`config.mk`:
```
export PLATFORM = sky130hd
export DESIGN_NAME = flow_byte_accumulator_table
export DESIGN_NICKNAME = d
export VERILOG_FILES = /design/src/hw/rtl/fbat_pkg.sv /design/src/hw/rtl/fbat_flow_mem.sv /design/src/hw/rtl/fbat_key_match.sv /design/src/hw/rtl/flow_byte_accumulator_table.sv
export SDC_FILE = /design/constraint.sdc
export NUM_CORES = 2
export LEC_CHECK = 0
export BUFFER_PORTS_ARGS = -buffer_cell sky130_fd_sc_hd__buf_4
export CORE_MARGIN = 10
export CORE_UTILIZATION = 43
export CTS_CLUSTER_DIAMETER = 60
export DETAILED_ROUTE_END_ITERATION = 7
export PLACE_DENSITY_LB_ADDON = 0.2
export SETUP_SLACK_MARGIN = 0.3
export SLEW_MARGIN = 20
export SYNTH_ARGS = -nofsm -noshare
export SYNTH_HDL_FRONTEND = slang
export SYNTH_SLANG_ARGS = --single-unit
export TNS_END_PERCENT = 5
```
`constraint.sdc`:
```
create_clock -name clk -period 6.45 [get_ports clk]
set_clock_uncertainty 0.1 [all_clocks]
set_input_delay 0.3225 -clock clk [delete_from_list [all_inputs] [get_ports clk]]
set_output_delay 0.3225 -clock clk [all_outputs]
set_load 0.01 [all_outputs]
```
`src/hw/rtl/fbat_pkg.sv`:
```
// shared types and constants for the flow byte accumulator table
`default_nettype none

package fbat_pkg;

    localparam int FLOW_ENTRIES_DEF = 16;

    localparam int ADDR_W   = 16;
    localparam int OCTET_W  = 32;
    localparam int BYTES_W  = 16;
    localparam int SEQ_W    = 32;
    localparam int RTOTAL_W = 5;

    localparam logic ACT_OBSERVE = 1'b0;
    localparam logic ACT_EXPORT  = 1'b1;

    localparam logic [SEQ_W-1:0] SEQ_RESET = 32'd1;

    typedef struct packed {
        logic [ADDR_W-1:0]  key;
        logic [ADDR_W-1:0]  dst;
        logic [OCTET_W-1:0] octets;
    } flow_entry_t;

    typedef enum logic [2:0] {
        ST_IDLE,
        ST_UPDATE,
        ST_EX_READ,
        ST_EX_LOAD,
        ST_EX_MARK
    } fbat_state_t;

endpackage

`default_nettype wire

```
`src/hw/rtl/fbat_flow_mem.sv`:
```
// flow entry memory, one write port and one registered read port
`default_nettype none

module fbat_flow_mem #(
    parameter int FLOW_ENTRIES = fbat_pkg::FLOW_ENTRIES_DEF,
    parameter int IDX_W        = (FLOW_ENTRIES > 1) ? $clog2(FLOW_ENTRIES) : 1
) (
    input  wire logic                 clk,
    input  wire logic                 wr_en,
    input  wire logic [IDX_W-1:0]     wr_addr,
    input  wire fbat_pkg::flow_entry_t wr_data,
    input  wire logic                 rd_en,
    input  wire logic [IDX_W-1:0]     rd_addr,
    output fbat_pkg::flow_entry_t     rd_data
);
    import fbat_pkg::*;

    flow_entry_t mem_array [FLOW_ENTRIES];
    flow_entry_t rd_data_reg;

    always_ff @(posedge clk)
    begin
        if (wr_en)
        begin
            mem_array[wr_addr] <= wr_data;
        end
    end

    always_ff @(posedge clk)
    begin
        if (rd_en)
        begin
            rd_data_reg <= mem_array[rd_addr];
        end
    end

    assign rd_data = rd_data_reg;

endmodule

`default_nettype wire

```
`src/hw/rtl/fbat_key_match.sv`:
```
// source key registers with parallel compare against live entries
`default_nettype none

module fbat_key_match #(
    parameter int FLOW_ENTRIES = fbat_pkg::FLOW_ENTRIES_DEF,
    parameter int IDX_W        = (FLOW_ENTRIES > 1) ? $clog2(FLOW_ENTRIES) : 1,
    parameter int CNT_W        = $clog2(FLOW_ENTRIES + 1)
) (
    input  wire logic                        clk,
    input  wire logic                        wr_en,
    input  wire logic [IDX_W-1:0]            wr_idx,
    input  wire logic [fbat_pkg::ADDR_W-1:0] wr_key,
    input  wire logic [fbat_pkg::ADDR_W-1:0] lookup_key,
    input  wire logic [CNT_W-1:0]            live_count,
    output logic                             hit,
    output logic [IDX_W-1:0]                 hit_idx
);
    import fbat_pkg::*;

    logic [ADDR_W-1:0]       key_reg [FLOW_ENTRIES];
    logic [FLOW_ENTRIES-1:0] hit_vec;

    always_ff @(posedge clk)
    begin
        if (wr_en)
        begin
            key_reg[wr_idx] <= wr_key;
        end
    end

    // keys are unique among live entries, so at most one bit is set
    always_comb
    begin
        hit_idx = '0;
        for (int i = 0; i < FLOW_ENTRIES; i++)
        begin
            hit_vec[i] = (CNT_W'(i) < live_count) && (key_reg[i] == lookup_key);
            if (hit_vec[i])
            begin
                hit_idx = hit_idx | IDX_W'(i);
            end
        end
        hit = |hit_vec;
    end

endmodule

`default_nettype wire

```
`src/hw/rtl/flow_byte_accumulator_table.sv`:
```
// flow byte accumulator table top level
// observe request: a new or dropped flow completes in the idle state; a hit
//   reads the entry memory, then does a saturating add and write back
// export request: each record passes through the entry memory read port,
//   an empty table gives a marker instead; result held in an output register
// reset clears the entry count and sets the export sequence to one;
//   entry memory contents are not cleared
`default_nettype none

module flow_byte_accumulator_table #(
    parameter int FLOW_ENTRIES = fbat_pkg::FLOW_ENTRIES_DEF
) (
    input  wire logic                          clk,
    input  wire logic                          rst_n,
    input  wire logic                          req_valid,
    output logic                               req_stall,
    input  wire logic                          action,
    input  wire logic [fbat_pkg::ADDR_W-1:0]   src_addr,
    input  wire logic [fbat_pkg::ADDR_W-1:0]   dst_addr,
    input  wire logic [fbat_pkg::BYTES_W-1:0]  byte_count,
    output logic                               res_valid,
    input  wire logic                          res_stall,
    output logic                               is_record,
    output logic [fbat_pkg::ADDR_W-1:0]        flow_src,
    output logic [fbat_pkg::ADDR_W-1:0]        flow_dst,
    output logic [fbat_pkg::OCTET_W-1:0]       octet_total,
    output logic [fbat_pkg::SEQ_W-1:0]         export_seq,
    output logic [fbat_pkg::RTOTAL_W-1:0]      record_total,
    output logic                               last
);
    import fbat_pkg::*;

    localparam int IDX_W = (FLOW_ENTRIES > 1) ? $clog2(FLOW_ENTRIES) : 1;
    localparam int CNT_W = $clog2(FLOW_ENTRIES + 1);

    fbat_state_t state_reg, state_next;

    logic [CNT_W-1:0]   count_reg, count_next;
    logic [SEQ_W-1:0]   seq_reg, seq_next;
    logic [CNT_W-1:0]   idx_reg, idx_next;
    logic [IDX_W-1:0]   upd_idx_reg, upd_idx_next;
    logic [BYTES_W-1:0] upd_bytes_reg, upd_bytes_next;

    logic                res_valid_reg, res_valid_next;
    logic                is_record_reg, is_record_next;
    logic [ADDR_W-1:0]   flow_src_reg, flow_src_next;
    logic [ADDR_W-1:0]   flow_dst_reg, flow_dst_next;
    logic [OCTET_W-1:0]  octet_total_reg, octet_total_next;
    logic [SEQ_W-1:0]    export_seq_reg, export_seq_next;
    logic [RTOTAL_W-1:0] record_total_reg, record_total_next;
    logic                last_reg, last_next;

    logic              req_accept;
    logic              res_free;
    logic              hit;
    logic [IDX_W-1:0]  hit_idx;
    logic              has_room;
    logic [CNT_W-1:0]  idx_inc;
    logic              idx_is_last;

    logic              mem_wr_en;
    logic [IDX_W-1:0]  mem_wr_addr;
    flow_entry_t       mem_wr_data;
    logic              mem_rd_en;
    logic [IDX_W-1:0]  mem_rd_addr;
    flow_entry_t       mem_rd_data;
    logic              key_wr_en;

    logic              obs_insert;
    logic              obs_hit;
    logic              load_record;
    logic              load_marker;
    logic              export_done;

    logic [OCTET_W:0]   octet_sum;
    logic [OCTET_W-1:0] octet_sat;

    assign req_stall  = (state_reg != ST_IDLE);
    assign req_accept = req_valid && !req_stall;
    assign res_free   = !res_valid_reg || !res_stall;
    assign has_room   = (count_reg < CNT_W'(FLOW_ENTRIES));
    assign idx_inc    = idx_reg + CNT_W'(1);
    assign idx_is_last = (idx_inc == count_reg);

    assign octet_sum = {1'b0, mem_rd_data.octets} + (OCTET_W + 1)'(upd_bytes_reg);
    assign octet_sat = octet_sum[OCTET_W] ? '1 : octet_sum[OCTET_W-1:0];

    fbat_key_match #(
        .FLOW_ENTRIES (FLOW_ENTRIES),
        .IDX_W        (IDX_W),
        .CNT_W        (CNT_W)
    ) u_key_match (
        .clk        (clk),
        .wr_en      (key_wr_en),
        .wr_idx     (count_reg[IDX_W-1:0]),
        .wr_key     (src_addr),
        .lookup_key (src_addr),
        .live_count (count_reg),
        .hit        (hit),
        .hit_idx    (hit_idx)
    );

    fbat_flow_mem #(
        .FLOW_ENTRIES (FLOW_ENTRIES),
        .IDX_W        (IDX_W)
    ) u_flow_mem (
        .clk     (clk),
        .wr_en   (mem_wr_en),
        .wr_addr (mem_wr_addr),
        .wr_data (mem_wr_data),
        .rd_en   (mem_rd_en),
        .rd_addr (mem_rd_addr),
        .rd_data (mem_rd_data)
    );

    // next state
    always_comb
    begin
        state_next = state_reg;
        case (state_reg)
            ST_IDLE:
            begin
                if (req_accept)
                begin
                    if (action == ACT_EXPORT)
                    begin
                        state_next = (count_reg == '0) ? ST_EX_MARK : ST_EX_READ;
                    end
                    else if (hit)
                    begin
                        state_next = ST_UPDATE;
                    end
                end
            end
            ST_UPDATE:
            begin
                state_next = ST_IDLE;
            end
            ST_EX_READ:
            begin
                state_next = ST_EX_LOAD;
            end
            ST_EX_LOAD:
            begin
                if (res_free)
                begin
                    state_next = idx_is_last ? ST_IDLE : ST_EX_READ;
                end
            end
            ST_EX_MARK:
            begin
                if (res_free)
                begin
                    state_next = ST_IDLE;
                end
            end
            default:
            begin
                state_next = ST_IDLE;
            end
        endcase
    end

    // control outputs
    always_comb
    begin
        obs_insert  = 1'b0;
        obs_hit     = 1'b0;
        load_record = 1'b0;
        load_marker = 1'b0;
        export_done = 1'b0;
        mem_wr_en   = 1'b0;
        mem_wr_addr = count_reg[IDX_W-1:0];
        mem_wr_data = '{key: src_addr, dst: dst_addr, octets: OCTET_W'(byte_count)};
        mem_rd_en   = 1'b0;
        mem_rd_addr = hit_idx;
        key_wr_en   = 1'b0;
        case (state_reg)
            ST_IDLE:
            begin
                if (req_accept && (action == ACT_OBSERVE))
                begin
                    if (hit)
                    begin
                        obs_hit   = 1'b1;
                        mem_rd_en = 1'b1;
                    end
                    else if (has_room)
                    begin
                        obs_insert = 1'b1;
                        mem_wr_en  = 1'b1;
                        key_wr_en  = 1'b1;
                    end
                end
            end
            ST_UPDATE:
            begin
                mem_wr_en   = 1'b1;
                mem_wr_addr = upd_idx_reg;
                mem_wr_data = '{key: mem_rd_data.key, dst: mem_rd_data.dst,
                                octets: octet_sat};
            end
            ST_EX_READ:
            begin
                mem_rd_en   = 1'b1;
                mem_rd_addr = idx_reg[IDX_W-1:0];
            end
            ST_EX_LOAD:
            begin
                if (res_free)
                begin
                    load_record = 1'b1;
                    export_done = idx_is_last;
                end
            end
            ST_EX_MARK:
            begin
                if (res_free)
                begin
                    load_marker = 1'b1;
                    export_done = 1'b1;
                end
            end
            default:
            begin
                obs_insert = 1'b0;
            end
        endcase
    end

    // datapath next values
    always_comb
    begin
        count_next        = count_reg;
        seq_next          = seq_reg;
        idx_next          = idx_reg;
        upd_idx_next      = upd_idx_reg;
        upd_bytes_next    = upd_bytes_reg;
        res_valid_next    = res_valid_reg && res_stall;
        is_record_next    = is_record_reg;
        flow_src_next     = flow_src_reg;
        flow_dst_next     = flow_dst_reg;
        octet_total_next  = octet_total_reg;
        export_seq_next   = export_seq_reg;
        record_total_next = record_total_reg;
        last_next         = last_reg;

        if (obs_insert)
        begin
            count_next = count_reg + CNT_W'(1);
        end
        if (obs_hit)
        begin
            upd_idx_next   = hit_idx;
            upd_bytes_next = byte_count;
        end
        if (req_accept && (action == ACT_EXPORT))
        begin
            idx_next = '0;
        end
        if (load_record)
        begin
            res_valid_next    = 1'b1;
            is_record_next    = 1'b1;
            flow_src_next     = mem_rd_data.key;
            flow_dst_next     = mem_rd_data.dst;
            octet_total_next  = mem_rd_data.octets;
            export_seq_next   = seq_reg;
            record_total_next = RTOTAL_W'(count_reg);
            last_next         = idx_is_last;
            idx_next          = idx_inc;
        end
        if (load_marker)
        begin
            res_valid_next    = 1'b1;
            is_record_next    = 1'b0;
            flow_src_next     = '0;
            flow_dst_next     = '0;
            octet_total_next  = '0;
            export_seq_next   = seq_reg;
            record_total_next = '0;
            last_next         = 1'b1;
        end
        if (export_done)
        begin
            count_next = '0;
            seq_next   = seq_reg + SEQ_W'(1);
        end
    end

    always_ff @(posedge clk or negedge rst_n)
    begin
        if (!rst_n)
        begin
            state_reg     <= ST_IDLE;
            count_reg     <= '0;
            seq_reg       <= SEQ_RESET;
            res_valid_reg <= 1'b0;
        end
        else
        begin
            state_reg     <= state_next;
            count_reg     <= count_next;
            seq_reg       <= seq_next;
            res_valid_reg <= res_valid_next;
        end
    end

    always_ff @(posedge clk)
    begin
        idx_reg          <= idx_next;
        upd_idx_reg      <= upd_idx_next;
        upd_bytes_reg    <= upd_bytes_next;
        is_record_reg    <= is_record_next;
        flow_src_reg     <= flow_src_next;
        flow_dst_reg     <= flow_dst_next;
        octet_total_reg  <= octet_total_next;
        export_seq_reg   <= export_seq_next;
        record_total_reg <= record_total_next;
        last_reg         <= last_next;
    end

    assign res_valid    = res_valid_reg;
    assign is_record    = is_record_reg;
    assign flow_src     = flow_src_reg;
    assign flow_dst     = flow_dst_reg;
    assign octet_total  = octet_total_reg;
    assign export_seq   = export_seq_reg;
    assign record_total = record_total_reg;
    assign last         = last_reg;

endmodule

`default_nettype wire
```
==> flow_summary.toml <==
[pwr]
power_density_mw_per_mm2 = 407
pwr-share-clk_pct = 29.9
vdd.ir_drop.worst_mv = 0.369
p_sw_share_pct = 32.3
comb_power_share_pct = 25.2
p_switching_uw = 9560
pwr-share-seq_pct = 44.9
power_uw = 29600
p_int_uw = 20000
p_leak_uw = 0.0239

[global_routing]
grt_pass1_wl_um = 253000
grt_pass1_vias = 37700
grt_max_degree = 144
grtUsageTotal_pct = 20.3
antenna_found_initial = 2
overflow = 0

[cts]
cts_resized = 0
clockBufferDepth = 3
cts_tree = "yes"
cts_root_buf = "clkbuf_16"
cts.sinks = 1513
path_clk_slew_ns = 0.06
cts_made_buffers = 161
htree_levels = 4
clock_latency_ns = 0.80

[route]
wirelength_um = 170000
drc = 0
routed_via_density = 5.86
dr.pass1.iters = 8
dr_total_vias = 38100
ant_nets = 0
drtIter0Drc = 3308
wl_per_cell_um = 26.1

[floorplanning]
die_x_um = 405
core_mm2 = 0.148
rows = 141
dieHeight_um = 405
die-area_mm2 = 0.164
io_pins = 158
floorplan.initialDensity_pct = 43.2

[synthesis]
ys_top_cells_by_area = "edfxtp_1, o211ai_1, o311ai_0"
synth_warnings = 0
synth_edf_count = 1401
synthCells = 4332
ys.flop_type = "edfxtp_1"
synthArstFlopShare_pct = 2.71
synth_seq_area_share_pct = 69.8
avgSynthCellArea_um2 = 14.7
synth_top_cell_by_area = "edfxtp_1"
synth.top_cell.area_share_pct = 65.9
ys_types = 71
synth_area_mm2 = 0.0638
ys_ff_latch = 1513
synth_common_cells = "edfxtp_1, o211ai_1, nand2_1"
yosysMostFrequentCell = "edfxtp_1"
synth_nets = 4408

[timing]
slew_viol_final = 0
final_hold_viol_count = 0
slew_headroom_pct = 28.8
period_needed_ns = 4.96
worst_slack_ns = 1.49
post-route-period-util_pct = 76.8
finalSetupViolCount = 0
worst_slew_pin_slew_ns = 1.06
rsz0062_at_grt = "no"
fmax_mhz = 202
setup_tns_ns = 0
hold_slack_ns = 0.128

[worst_setup_path]
critPathCaptureType = "register"
cpMaxStageDelayCell = "dfrtp_1"
slowest_delay_ns = 0.71
critPathBufInv = 1
crit_type = "reg2reg"
path_delay_family = "simple AND/OR/NAND/NOR gates"
crit_fanout = 47
crit_arrival_ns = 5.30
required_ns = 6.79
cp-start-kind = "register"
cp_common_cell = "or4_4"
worstPathCellList = "nand2_1 > nor3_1 > o21ai_1 > o22ai_1 > or4_4 > nor3_4 > a22oi_1 > or4_4 > nor2_4 > buf_12"

[placed_design]
dpl.hpwl_um = 88800
dp_worst_setup_slack_ns = 1.55
port_buffers = 157
place_congestion = 0.815

[final_layout]
final_util_pct = 49.1
drive_above_1_share_pct = 14.8
nFillCells = 12500
register_area_mm2 = 0.0445
multiInputGateArea_mm2 = 0.0170
largest_reg_flops = 1024
insertedDiodeCount = 0
area_growth_syn_to_layout_pct = 13.7
num-nets-final = 4514

[status]
status = "complete, no violations"

[run]
cap_viol_max_count = 0

[worst_hold_path]
holdCritPathClass = "in2reg"
## cells in the final DEF, fill, tap and decap left out, drive strengths merged, types with 4 or more instances in the layout
cell type,n
edfxtp,1401
o211ai,514
nand2,297
inv,281
mux2,258
o311ai,256
buf,241
clkbuf,217
xor2,200
xnor2,118
a21oi,96
nand4,92
nor2,73
dfxtp,71
clkinv,51
nor4,45
dfrtp,40
dlygate4sd3,39
nand3,32
nor3,26
and3,24
ha,22
o21ai,18
a31oi,17
clkinvlp,12
a21o,10
o21a,9
nor2b,9
or2,8
or3,7
o22ai,6
nand2b,6
and2,6
or4,6
bufinv,5
nand3b,4
a211oi,4
o31a,4
## routing by layer
layer	share of wire, %	vias up	track usage, %
li1	-	17000	-
met1	45	19400	29.2
met2	45	1387	31.0
met3	7.2	263	3.94
met4	2.6	0	6.26
met5	0	-	0
## power by group through the flow
stage / Combinational, uW / Sequential, uW / Clock [uW]
global placement: 7350 / 13500 / 0
CTS: 7470 / 13300 / 8990
global route: 8140 / 13400 / 9380
detailed placement: 7430 / 13500 / 0
finish: 7460 / 13300 / 8830
floorplan: 4790 / 13300 / 0
## per-stage QoR
step,area [um2],instances
after detailed placement,67100,6165
final,72600,6498
after CTS,72500,6498
after floorplan,63800,4332
after global routing,72600,6498
after global placement,67000,6164
## logic make-up (layout without fill, tap and decap cells)
| logic type | Yosys count | in the layout | synth area share [%] |
|---|---|---|---|
| flip-flops | 1513 | 1513 | 69.8 |
| adder cells (fa/ha/maj) | 23 | 23 | 0.463 |
| AO/OA/AOI/OAI | 959 | 959 | 11.3 |
| XOR/XNOR | 318 | 318 | 4.36 |
| multiplexers | 261 | 261 | 4.94 |
| buffers and inverters | 610 | 846 | 4.23 |
| AND/OR/NAND/NOR | 648 | 648 | 4.90 |
## path summary, 6_finish.rpt
kind | startpoint | cells after the start | slack (ns) | end
max in group asynchronous | rst_n | 4 | 5.49 | count_reg[1]$_DFFE_PN0P_
min reg2reg | octet_total[6]$_SDFFE_PP0P_ | 2 | 0.35 | octet_total[6]$_SDFFE_PP0P_
max | count_reg[3]$_DFFE_PN0P_ | 10 | 1.49 | u_flow_mem.mem_array[3][19]$_DFFE_PP_
min | dst_addr[5] | 3 | 0.13 | u_flow_mem.mem_array[6][37]$_DFFE_PP_
min in group asynchronous | rst_n | 3 | 0.54 | seq_reg[0]$_DFFE_PN1P_
max reg2reg | count_reg[3]$_DFFE_PN0P_ | 10 | 1.49 | u_flow_mem.mem_array[3][19]$_DFFE_PP_
## tightest hold or removal path, stage by stage
cell	delay (ns)
buf_4	0.08
nand2_1	0.04
nand2_1	0.35
## area by class of cell
cell class	instances	share of cell area, %
timing repair buffer	280	3.62
tap	1930	3.33
clock inverter	76	0.842
inverter	273	1.41
multi-input combinational	2209	23.4
clock buffer	217	6.06
sequential	1513	61.4
## repair_timing
item                                   CTS  global route
setup endpoints to repair                0             0
buffers inserted                         0             0
hold buffers                            40             0
endpoints found under the hold margin  360             0
(Power assumes the default switching activity.)
